### config.mk
export PLATFORM = sky130hd
export DESIGN_NAME = bounding_box_normalizer
export DESIGN_NICKNAME = d
export VERILOG_FILES = /design/src/rtl/bbn_pkg.sv /design/src/rtl/bbn_datapath.sv /design/src/rtl/bbn_ctrl.sv /design/src/rtl/bounding_box_normalizer.sv
export SDC_FILE = /design/constraint.sdc
export NUM_CORES = 2
export LEC_CHECK = 0
export ABC_AREA = 1
export ABC_CLOCK_PERIOD_IN_PS = 7400
export BUFFER_PORTS_ARGS = -buffer_cell sky130_fd_sc_hd__buf_2
export CORE_ASPECT_RATIO = 1.1
export CORE_UTILIZATION = 50
export DETAILED_ROUTE_END_ITERATION = 12
export PLACE_DENSITY = 0.69
export SYNTH_ARGS = -nofsm -noshare
export SYNTH_HDL_FRONTEND = slang
export SYNTH_SLANG_ARGS = --single-unit
### constraint.sdc
create_clock -name clk_i -period 7.4 [get_ports clk_i]
set_input_delay 0.74 -clock clk_i [delete_from_list [all_inputs] [get_ports clk_i]]
set_output_delay 0.74 -clock clk_i [all_outputs]
set_load 0.02 [all_outputs]
### src/rtl/bbn_pkg.sv
`default_nettype none

package bbn_pkg;

  localparam int COORD_WIDTH   = 24;
  localparam int OUT_FRAC_BITS = 14;
  localparam int OUT_WIDTH     = OUT_FRAC_BITS + 2;

  // Reciprocal is floor(2^RECIP_EXP / size); products are shifted down by RECIP_SHIFT.
  localparam int RECIP_SHIFT = COORD_WIDTH + 1;
  localparam int RECIP_EXP   = RECIP_SHIFT + OUT_FRAC_BITS + 1;
  localparam int RECIP_WIDTH = RECIP_EXP + 1;

  // The reciprocal is split in two halves for the shared multiplier.
  localparam int RECIP_LO_W = (RECIP_WIDTH + 1) / 2;
  localparam int RECIP_HI_W = RECIP_WIDTH - RECIP_LO_W;
  localparam int PROD_W     = COORD_WIDTH + RECIP_LO_W;
  localparam int SUM_W      = COORD_WIDTH + RECIP_WIDTH;

  localparam int DIV_CNT_W = $clog2(RECIP_WIDTH);
  localparam logic [DIV_CNT_W-1:0] DIV_LAST = DIV_CNT_W'(RECIP_WIDTH - 1);

  localparam int AXES   = 3;
  localparam int AXIS_W = 2;
  localparam logic [AXIS_W-1:0] AXIS_FIRST = AXIS_W'(0);
  localparam logic [AXIS_W-1:0] AXIS_LAST  = AXIS_W'(AXES - 1);

  localparam logic REQ_MEASURE   = 1'b0;
  localparam logic REQ_TRANSFORM = 1'b1;

  typedef logic signed [COORD_WIDTH-1:0] coord_t;
  typedef logic signed [OUT_WIDTH-1:0]   norm_t;

  localparam coord_t COORD_MAX = {1'b0, {(COORD_WIDTH - 1){1'b1}}};
  localparam coord_t COORD_MIN = {1'b1, {(COORD_WIDTH - 1){1'b0}}};
  localparam norm_t  ONE_VAL   = norm_t'(1) <<< OUT_FRAC_BITS;
  localparam norm_t  NEG_ONE   = -ONE_VAL;

  typedef enum logic [2:0] {
    ST_IDLE,
    ST_SIZE,
    ST_DIVIDE,
    ST_MUL_LO,
    ST_MUL_HI,
    ST_ACCUM,
    ST_EMIT
  } ctrl_state_e;

  typedef struct packed {
    logic              measure;
    logic              transform;
    logic              size_load;
    logic              div_step;
    logic              div_last;
    logic              mul_lo;
    logic              mul_hi;
    logic              accum;
    logic [AXIS_W-1:0] axis;
    logic              out_load;
  } bbn_cmd_t;

  typedef struct packed {
    logic degenerate;
  } bbn_status_t;

endpackage

`default_nettype wire

### src/rtl/bbn_datapath.sv
`default_nettype none

module bbn_datapath (
  input  wire                     clk_i,
  input  wire                     rst_ni,
  input  wire  bbn_pkg::bbn_cmd_t cmd_i,
  output bbn_pkg::bbn_status_t    status_o,
  input  wire  bbn_pkg::coord_t   coord_x_i,
  input  wire  bbn_pkg::coord_t   coord_y_i,
  input  wire  bbn_pkg::coord_t   coord_z_i,
  output bbn_pkg::norm_t          norm_x_o,
  output bbn_pkg::norm_t          norm_y_o,
  output bbn_pkg::norm_t          norm_z_o,
  output logic                    degenerate_o
);

  localparam int CW  = bbn_pkg::COORD_WIDTH;
  localparam int RW  = bbn_pkg::RECIP_WIDTH;
  localparam int LW  = bbn_pkg::RECIP_LO_W;
  localparam int PW  = bbn_pkg::PROD_W;
  localparam int SW  = bbn_pkg::SUM_W;
  localparam int QLO = bbn_pkg::RECIP_SHIFT;
  localparam int QHI = bbn_pkg::RECIP_SHIFT + bbn_pkg::OUT_FRAC_BITS;

  bbn_pkg::coord_t coord [bbn_pkg::AXES];

  bbn_pkg::coord_t low_q  [bbn_pkg::AXES];
  bbn_pkg::coord_t low_d  [bbn_pkg::AXES];
  bbn_pkg::coord_t high_q [bbn_pkg::AXES];
  bbn_pkg::coord_t high_d [bbn_pkg::AXES];
  logic [RW-1:0]   recip_q;
  logic            seen_q;
  logic            pass_q;

  logic [CW-1:0]   diff_q [bbn_pkg::AXES];
  logic            dpos_q [bbn_pkg::AXES];
  logic [CW:0]     diff_full [bbn_pkg::AXES];
  logic [CW-1:0]   ext [bbn_pkg::AXES];
  logic [CW-1:0]   size;

  logic [CW-1:0]   divisor_q;
  logic [CW-1:0]   rem_q;
  logic [RW-1:0]   quot_q;
  logic [CW:0]     rem_sh;
  logic            div_ge;
  logic [CW:0]     rem_sub;
  logic [RW-1:0]   quot_nx;

  logic [LW-1:0]   mul_op;
  logic [CW-1:0]   mul_d;
  logic [PW-1:0]   prod;
  logic [PW-1:0]   prod_q;
  logic [PW-1:0]   lo_q;
  logic [SW-1:0]   sum;
  logic            over;
  bbn_pkg::norm_t  scaled;
  bbn_pkg::norm_t  axis_res;
  bbn_pkg::norm_t  res_q [bbn_pkg::AXES];

  bbn_pkg::norm_t  norm_x_q, norm_y_q, norm_z_q;
  logic            deg_q;
  logic            degenerate;

  assign coord[0] = coord_x_i;
  assign coord[1] = coord_y_i;
  assign coord[2] = coord_z_i;

  assign degenerate          = !seen_q || (recip_q == '0);
  assign status_o.degenerate = degenerate;

  // A measure item after a transform pass starts from an empty box.
  always_comb begin
    for (int a = 0; a < bbn_pkg::AXES; a++) begin
      bbn_pkg::coord_t base_low;
      bbn_pkg::coord_t base_high;
      base_low     = pass_q ? bbn_pkg::COORD_MAX : low_q[a];
      base_high    = pass_q ? bbn_pkg::COORD_MIN : high_q[a];
      low_d[a]     = (coord[a] < base_low)  ? coord[a] : base_low;
      high_d[a]    = (coord[a] > base_high) ? coord[a] : base_high;
      ext[a]       = high_q[a] - low_q[a];
      diff_full[a] = {coord[a][CW-1], coord[a]} - {low_q[a][CW-1], low_q[a]};
    end
  end

  always_comb begin
    size = ext[0];
    if (ext[1] > size) size = ext[1];
    if (ext[2] > size) size = ext[2];
  end

  // Restoring divider, one quotient bit a cycle; the dividend sits in quot_q.
  assign rem_sh  = {rem_q, quot_q[RW-1]};
  assign div_ge  = rem_sh >= {1'b0, divisor_q};
  assign rem_sub = div_ge ? (rem_sh - {1'b0, divisor_q}) : rem_sh;
  assign quot_nx = {quot_q[RW-2:0], div_ge};

  assign mul_op = cmd_i.mul_hi ? LW'(recip_q[RW-1:LW]) : recip_q[LW-1:0];
  assign mul_d  = diff_q[cmd_i.axis];
  assign prod   = PW'(mul_d) * PW'(mul_op);

  assign sum    = (SW'(prod_q) << LW) + SW'(lo_q);
  assign over   = sum[SW-1:QHI+1] != '0;
  assign scaled = bbn_pkg::norm_t'({1'b0, sum[QHI:QLO]}) - bbn_pkg::ONE_VAL;

  always_comb begin
    if (!dpos_q[cmd_i.axis]) begin
      axis_res = bbn_pkg::NEG_ONE;
    end else if (over) begin
      axis_res = bbn_pkg::ONE_VAL;
    end else begin
      axis_res = scaled;
    end
  end

  always_ff @(posedge clk_i or negedge rst_ni) begin
    if (!rst_ni) begin
      for (int a = 0; a < bbn_pkg::AXES; a++) begin
        low_q[a]  <= bbn_pkg::COORD_MAX;
        high_q[a] <= bbn_pkg::COORD_MIN;
      end
      recip_q <= '0;
      seen_q  <= 1'b0;
      pass_q  <= 1'b0;
    end else begin
      if (cmd_i.measure) begin
        for (int a = 0; a < bbn_pkg::AXES; a++) begin
          low_q[a]  <= low_d[a];
          high_q[a] <= high_d[a];
        end
        if (pass_q) recip_q <= '0;
        seen_q <= 1'b1;
        pass_q <= 1'b0;
      end
      if (cmd_i.transform) pass_q <= 1'b1;
      if (cmd_i.div_last) recip_q <= (divisor_q == '0) ? '0 : quot_nx;
    end
  end

  always_ff @(posedge clk_i) begin
    if (cmd_i.transform) begin
      for (int a = 0; a < bbn_pkg::AXES; a++) begin
        diff_q[a] <= diff_full[a][CW-1:0];
        dpos_q[a] <= !diff_full[a][CW] && (diff_full[a] != '0);
      end
    end
    if (cmd_i.size_load) begin
      divisor_q <= size;
      rem_q     <= '0;
      quot_q    <= {1'b1, {(RW - 1){1'b0}}};
    end
    if (cmd_i.div_step) begin
      rem_q  <= rem_sub[CW-1:0];
      quot_q <= quot_nx;
    end
    if (cmd_i.mul_lo) prod_q <= prod;
    if (cmd_i.mul_hi) begin
      lo_q   <= prod_q;
      prod_q <= prod;
    end
    if (cmd_i.accum) res_q[cmd_i.axis] <= axis_res;
    if (cmd_i.out_load) begin
      norm_x_q <= degenerate ? bbn_pkg::NEG_ONE : res_q[0];
      norm_y_q <= degenerate ? bbn_pkg::NEG_ONE : res_q[1];
      norm_z_q <= degenerate ? bbn_pkg::NEG_ONE : res_q[2];
      deg_q    <= degenerate;
    end
  end

  assign norm_x_o     = norm_x_q;
  assign norm_y_o     = norm_y_q;
  assign norm_z_o     = norm_z_q;
  assign degenerate_o = deg_q;

endmodule

`default_nettype wire

### src/rtl/bbn_ctrl.sv
`default_nettype none

module bbn_ctrl (
  input  wire                        clk_i,
  input  wire                        rst_ni,
  input  wire                        in_valid_i,
  output logic                       in_ready_o,
  input  wire                        req_type_i,
  input  wire                        last_vertex_i,
  output logic                       out_valid_o,
  input  wire                        out_ready_i,
  input  wire  bbn_pkg::bbn_status_t status_i,
  output bbn_pkg::bbn_cmd_t          cmd_o
);

  bbn_pkg::ctrl_state_e              state_q, state_d;
  logic [bbn_pkg::AXIS_W-1:0]        axis_q, axis_d;
  logic [bbn_pkg::DIV_CNT_W-1:0]     div_cnt_q, div_cnt_d;
  logic                              out_valid_q, out_valid_d;
  logic                              in_accept;
  logic                              slot_free;

  assign in_accept = in_valid_i && in_ready_o;
  assign slot_free = !out_valid_q || out_ready_i;

  always_comb begin
    state_d   = state_q;
    axis_d    = axis_q;
    div_cnt_d = div_cnt_q;
    unique case (state_q)
      bbn_pkg::ST_IDLE: begin
        if (in_accept) begin
          axis_d = bbn_pkg::AXIS_FIRST;
          if (req_type_i == bbn_pkg::REQ_MEASURE) begin
            if (last_vertex_i) state_d = bbn_pkg::ST_SIZE;
          end else if (status_i.degenerate) begin
            state_d = bbn_pkg::ST_EMIT;
          end else begin
            state_d = bbn_pkg::ST_MUL_LO;
          end
        end
      end
      bbn_pkg::ST_SIZE: begin
        div_cnt_d = '0;
        state_d   = bbn_pkg::ST_DIVIDE;
      end
      bbn_pkg::ST_DIVIDE: begin
        div_cnt_d = div_cnt_q + 1'b1;
        if (div_cnt_q == bbn_pkg::DIV_LAST) state_d = bbn_pkg::ST_IDLE;
      end
      bbn_pkg::ST_MUL_LO: state_d = bbn_pkg::ST_MUL_HI;
      bbn_pkg::ST_MUL_HI: state_d = bbn_pkg::ST_ACCUM;
      bbn_pkg::ST_ACCUM: begin
        if (axis_q == bbn_pkg::AXIS_LAST) begin
          state_d = bbn_pkg::ST_EMIT;
        end else begin
          axis_d  = axis_q + 1'b1;
          state_d = bbn_pkg::ST_MUL_LO;
        end
      end
      bbn_pkg::ST_EMIT: begin
        if (slot_free) state_d = bbn_pkg::ST_IDLE;
      end
      default: state_d = bbn_pkg::ST_IDLE;
    endcase
  end

  always_comb begin
    in_ready_o = 1'b0;
    cmd_o      = '0;
    cmd_o.axis = axis_q;
    unique case (state_q)
      bbn_pkg::ST_IDLE: begin
        in_ready_o      = 1'b1;
        cmd_o.measure   = in_valid_i && (req_type_i == bbn_pkg::REQ_MEASURE);
        cmd_o.transform = in_valid_i && (req_type_i == bbn_pkg::REQ_TRANSFORM);
      end
      bbn_pkg::ST_SIZE:   cmd_o.size_load = 1'b1;
      bbn_pkg::ST_DIVIDE: begin
        cmd_o.div_step = 1'b1;
        cmd_o.div_last = div_cnt_q == bbn_pkg::DIV_LAST;
      end
      bbn_pkg::ST_MUL_LO: cmd_o.mul_lo   = 1'b1;
      bbn_pkg::ST_MUL_HI: cmd_o.mul_hi   = 1'b1;
      bbn_pkg::ST_ACCUM:  cmd_o.accum    = 1'b1;
      bbn_pkg::ST_EMIT:   cmd_o.out_load = slot_free;
      default: begin
        in_ready_o = 1'b0;
      end
    endcase
  end

  assign out_valid_d = cmd_o.out_load || (out_valid_q && !out_ready_i);
  assign out_valid_o = out_valid_q;

  always_ff @(posedge clk_i or negedge rst_ni) begin
    if (!rst_ni) begin
      state_q     <= bbn_pkg::ST_IDLE;
      axis_q      <= bbn_pkg::AXIS_FIRST;
      div_cnt_q   <= '0;
      out_valid_q <= 1'b0;
    end else begin
      state_q     <= state_d;
      axis_q      <= axis_d;
      div_cnt_q   <= div_cnt_d;
      out_valid_q <= out_valid_d;
    end
  end

  a_one_step: assert property (@(posedge clk_i) disable iff (!rst_ni)
    $onehot0({cmd_o.size_load, cmd_o.div_step, cmd_o.mul_lo, cmd_o.mul_hi, cmd_o.accum,
              cmd_o.out_load, cmd_o.measure, cmd_o.transform}))
    else $error("more than one datapath step commanded");

  a_no_overwrite: assert property (@(posedge clk_i) disable iff (!rst_ni)
    cmd_o.out_load |-> (!out_valid_q || out_ready_i))
    else $error("result register overwritten while still pending");

  a_divide_ends: assert property (@(posedge clk_i) disable iff (!rst_ni)
    (state_q == bbn_pkg::ST_DIVIDE && div_cnt_q == bbn_pkg::DIV_LAST)
      |=> state_q == bbn_pkg::ST_IDLE)
    else $error("divider did not finish after its last step");

  a_axis_range: assert property (@(posedge clk_i) disable iff (!rst_ni)
    (state_q == bbn_pkg::ST_MUL_LO || state_q == bbn_pkg::ST_MUL_HI ||
     state_q == bbn_pkg::ST_ACCUM) |-> axis_q <= bbn_pkg::AXIS_LAST)
    else $error("axis counter out of range");

endmodule

`default_nettype wire

### src/rtl/bounding_box_normalizer.sv
`default_nettype none
// Measure request: one per cycle while idle; the last one of a box then runs a
// one-bit-per-cycle reciprocal divider, and the next request waits until it is done.
// Transform request: three axes share one 24x21 multiplier, each axis in low multiply,
// high multiply and accumulate steps, then the result is emitted (directly if degenerate);
// the next request is taken in the cycle the result appears unless an earlier result waits unread.
// Reset (asynchronous, active low) empties the box and clears reciprocal and pass flags.

module bounding_box_normalizer (
  input  wire                   clk_i,
  input  wire                   rst_ni,
  input  wire                   in_valid_i,
  output logic                  in_ready_o,
  input  wire                   req_type_i,
  input  wire  bbn_pkg::coord_t coord_x_i,
  input  wire  bbn_pkg::coord_t coord_y_i,
  input  wire  bbn_pkg::coord_t coord_z_i,
  input  wire                   last_vertex_i,
  output logic                  out_valid_o,
  input  wire                   out_ready_i,
  output bbn_pkg::norm_t        norm_x_o,
  output bbn_pkg::norm_t        norm_y_o,
  output bbn_pkg::norm_t        norm_z_o,
  output logic                  degenerate_o
);

  bbn_pkg::bbn_cmd_t    cmd;
  bbn_pkg::bbn_status_t status;

  bbn_ctrl u_ctrl (
    .clk_i         (clk_i),
    .rst_ni        (rst_ni),
    .in_valid_i    (in_valid_i),
    .in_ready_o    (in_ready_o),
    .req_type_i    (req_type_i),
    .last_vertex_i (last_vertex_i),
    .out_valid_o   (out_valid_o),
    .out_ready_i   (out_ready_i),
    .status_i      (status),
    .cmd_o         (cmd)
  );

  bbn_datapath u_datapath (
    .clk_i        (clk_i),
    .rst_ni       (rst_ni),
    .cmd_i        (cmd),
    .status_o     (status),
    .coord_x_i    (coord_x_i),
    .coord_y_i    (coord_y_i),
    .coord_z_i    (coord_z_i),
    .norm_x_o     (norm_x_o),
    .norm_y_o     (norm_y_o),
    .norm_z_o     (norm_z_o),
    .degenerate_o (degenerate_o)
  );

endmodule

`default_nettype wire
==> impl_metrics.csv <==
group,metric,value,unit
final_layout,fillcell_total,10114,
floorplanning,die_w,318,um
clock_network,clk_latency,0.71,ns
synth,synth_most_common_cell,"sky130_fd_sc_hd__nand2_1",
detailed_routing,routed_wl,175,mm
synth,synth-edff-count,330,
floorplanning,floorplan.io_pins,129,
sta,final.period_utilization,0.973,
sta,period_needed,7.20,ns
synth,synth_top_cells_by_area,"sky130_fd_sc_hd__edfxtp_1, sky130_fd_sc_hd__fa_1, sky130_fd_sc_hd__ha_1, sky130_fd_sc_hd__nand2_1, sky130_fd_sc_hd__inv_1",
clock_network,tritoncts,"yes",
critical_path,endpoint_kind,"flop",
critical_path,critical_path_arrival,7.63,ns
critical_path,worst-path-max-fanout,10,
floorplanning,core.rowCount,126,
detailed_routing,via_count,47911,
job,cap_violations,0,
final_layout,flow.area_growth_from_synthesis,11.3,%
synth,postSynthRegisterBits,529,
clock_network,cts_root_buf,"sky130_fd_sc_hd__clkbuf_16",
placement,dpl.hpwl,146,mm
synth,synth_area,0.0548,mm2
sta,setup_repair_after_global_routing_missed_its_margin,"yes",
sta,worst_margin_slew,1.05,ns
final_layout,nets,8338,
clock_network,post_cts_hold_buffer_count,0,
synth,postSynthCellCount,7044,
global_route,first_global_vias,47396,
detailed_routing,avgViaCountPerCell,5.47,
clock_network,h_tree_lvls,2,
min_path,timing.hold.worst.class,"input pin to asynchronous set/reset pin",
global_route,overflow,0,
synth,commonest_cells_in_the_netlist,"sky130_fd_sc_hd__nand2_1, sky130_fd_sc_hd__inv_1, sky130_fd_sc_hd__nor2_1, sky130_fd_sc_hd__ha_1, sky130_fd_sc_hd__fa_1",
sta,hold_slack,0.00331,ns
clock_network,cts.clk_slew.worst_paths,0.07,ns
floorplanning,design.die.area,0.111,mm2
detailed_routing,drt_first_pass_iters,8,
sta,timing.final.setup_violations,0,
detailed_routing,route.detailed.wl_per_inst,20.0,um
final_layout,drive_gt1_frac,0.100,
global_route,grt_antenna_before_repair,6,
floorplanning,starting_density_of_the_core,0.507,
critical_path,critPathKind,"flop to flop",
clock_network,max-clock-path-buffers,3,
detailed_routing,remaining_drc_errors,0,
global_route,grt_pass1_wl,269,mm
critical_path,worstPathRequired,7.83,ns
floorplanning,fp.coreArea,0.108,mm2
synth,share_of_the_synthesized_area_in_the_top_cell_type,0.181,
clock_network,clock_sinks,529,
synth,yosys_warnings,0,
sta,fin_worst_skew,0.0935,ns
synth,synth.net_count,8081,
synth,yosys.area.top_type,"sky130_fd_sc_hd__edfxtp_1",
detailed_routing,postRouteAntennaNets,0,
global_route,global_route.usage.total,0.315,
detailed_routing,detailedRoute.firstIterationViolations,3668,
synth,postSynth.topFlopCell,"sky130_fd_sc_hd__edfxtp_1",
synth,postSynth.asyncResetShare,0.376,
sta,fmax,139,MHz
sta,hold_violations,0,
synth,yosys.cell_types.count,56,
synth,avgSynthCellArea,7.77,um2
clock_network,cts_made_buffers,60,
floorplanning,die_height,349,um
placement,buffer_ports.inserted,128,
critical_path,worstSetupStartpointType,"flop",
outcome,run_status,"complete, no violations",
sta,max-slew-margin-rel,0.301,
synth,yosysSeqAreaShare,0.274,
placement,gpl.final_weighted_congestion,1.08,
sta,slew_viol_final,0,
global_route,grt_start_max_net_pins,123,
==> critical path, cell delays in order, from the launching register on <==
cell,delay [ns]
sky130_fd_sc_hd__dfrtp_2,0.45
sky130_fd_sc_hd__clkinvlp_4,0.19
sky130_fd_sc_hd__buf_4,0.18
sky130_fd_sc_hd__o211ai_1,0.23
sky130_fd_sc_hd__and2_1,0.29
sky130_fd_sc_hd__inv_1,0.13
sky130_fd_sc_hd__buf_12,0.17
sky130_fd_sc_hd__nand2_1,0.08
sky130_fd_sc_hd__fa_1,0.46
sky130_fd_sc_hd__fa_1,0.53
sky130_fd_sc_hd__fa_1,0.55
sky130_fd_sc_hd__inv_1,0.06
sky130_fd_sc_hd__fa_1,0.59
sky130_fd_sc_hd__fa_1,0.45
sky130_fd_sc_hd__fa_1,0.41
sky130_fd_sc_hd__fa_1,0.48
sky130_fd_sc_hd__ha_1,0.34
sky130_fd_sc_hd__a21oi_1,0.18
sky130_fd_sc_hd__o21ai_0,0.17
sky130_fd_sc_hd__buf_4,0.18
sky130_fd_sc_hd__a21oi_1,0.20
sky130_fd_sc_hd__nand3_2,0.14
sky130_fd_sc_hd__a311oi_1,0.33
sky130_fd_sc_hd__xnor2_1,0.14
==> area by class of cell <==
type                    instances  area (um2)  area share
flip-flops and latches        529       15000       0.246
repair buffers                387        2760      0.0454
clock inverters                43         541     0.00887
well taps                    1408        1760      0.0289
diodes                          2        5.00   0.0000822
clock buffers                  71        1550      0.0255
inverters                    1236        4670      0.0767
multi-input cells            5087       34600       0.569
==> cells in the final DEF (no fill, tap or decap), drive strengths merged, types with 3 or more instances in the layout <==
| cell type | netlist | final |
|---|---|---|
| a31oi | 24 | 24 |
| o21a | 18 | 18 |
| nor3 | 72 | 72 |
| o221ai | 8 | 8 |
| a221oi | 6 | 6 |
| nor2 | 755 | 755 |
| inv | 1220 | 1230 |
| o21ai | 274 | 274 |
| o21bai | 18 | 18 |
| o31ai | 3 | 3 |
| buf | 34 | 386 |
| and2 | 23 | 23 |
| a21oi | 370 | 370 |
| nand4 | 68 | 68 |
| xnor2 | 85 | 85 |
| dfstp | 72 | 72 |
| edfxtp | 330 | 330 |
| dfrtp | 127 | 127 |
| o211ai | 37 | 37 |
| nor4 | 26 | 26 |
| o22ai | 43 | 43 |
| a211oi | 7 | 7 |
| ha | 537 | 537 |
| clkinvlp | 0 | 15 |
| a21boi | 12 | 12 |
| or2 | 55 | 55 |
| nand3 | 406 | 406 |
| nand2 | 1666 | 1666 |
| o2111ai | 6 | 6 |
| a21o | 17 | 17 |
| bufinv | 0 | 8 |
| clkbuf | 158 | 72 |
| xor2 | 111 | 111 |
| nand3b | 9 | 9 |
| fa | 422 | 422 |
| clkinv | 16 | 26 |
==> worst paths after layout <==
check                                                start                           endpoint  slack (ns)  cells after the start
max                           u_ctrl.axis_q[0]$_DFFE_PN0P_    u_datapath.prod_q[32]$_DFFE_PP_        0.20                     23
min                                                 rst_ni  u_datapath.high_q[65]$_DFFE_PN0P_       0.003                      1
max reg2reg                   u_ctrl.axis_q[0]$_DFFE_PN0P_    u_datapath.prod_q[32]$_DFFE_PP_        0.20                     23
min reg2reg                u_datapath.prod_q[44]$_DFFE_PP_      u_datapath.lo_q[44]$_DFFE_PP_        0.44                      0
max in group asynchronous                           rst_ni      u_datapath.pass_q$_DFFE_PN0P_        6.06                      2
min in group clk_i                            coord_z_i[2]    u_datapath.low_q[2]$_DFFE_PN1P_        0.41                      5
==> repair_timing <==
item | CTS | global route
setup buffers | 0 | 8
pin swaps | 0 | 10
gates cloned | 0 | 1
resized for setup | 3 | 79
setup endpoints to repair | 9 | 27
==> state kept, by name, indices dropped and copies added, names as in the netlist <==
name	cells
u_ctrl.div_cnt_q	6
u_datapath.rem_q	24
norm_z_o	16
norm_y_o	16
u_datapath.diff_q	72
u_datapath.dpos_q	3
u_datapath.recip_q	41
u_ctrl.state_q	3
u_ctrl.axis_q	2
u_datapath.quot_q	41
u_datapath.pass_q	1
norm_x_o	16
u_datapath.prod_q	45
u_datapath.degenerate_o	1
u_datapath.lo_q	24
u_datapath.divisor_q	24
u_datapath.res_q	48
u_ctrl.out_valid_o	1
u_datapath.seen_q	1
u_datapath.low_q	72
u_datapath.high_q	72
==> per-layer routing <==
layer,vias up,global-route usage,wire length (um)
met1,22860,0.382,69200
li1,23016,-,-
met2,1608,0.547,85300
met5,-,0,50
met3,419,0.0372,9920
met4,8,0.174,11000
==> per-stage QoR <==
| step | setup slack [ns] | area (um2) | setup TNS [ns] | util | instances |
|---|---|---|---|---|---|
| detailed placement | -0.101 | 58500 | -0.510 | 0.542 | 8638 |
| CTS | 0.00882 | 60600 | 0 | 0.561 | 8752 |
| global route | -0.0359 | 60900 | -0.205 | 0.564 | 8761 |
| finish | 0.200 | 60900 | 0 | 0.564 | 8763 |
| global placement | 0.0349 | 58500 | 0 | 0.542 | 8638 |
| floorplan | 0.0108 | 54800 | 0 | - | 7044 |
==> logic make-up after synthesis <==
| kind of cell | count (synthesis) | share of synthesized area |
|---|---|---|
| flops | 529 | 0.274 |
| buf+inv | 1428 | 0.0986 |
| simple gates | 3084 | 0.233 |
| fa+ha+maj | 959 | 0.277 |
| compound gates | 848 | 0.0862 |
| xor+xnor | 196 | 0.0314 |
Power is left out: the tool's default activity adds up to more than one toggle a clock period on the data nets, which glitch-free logic cannot reach.
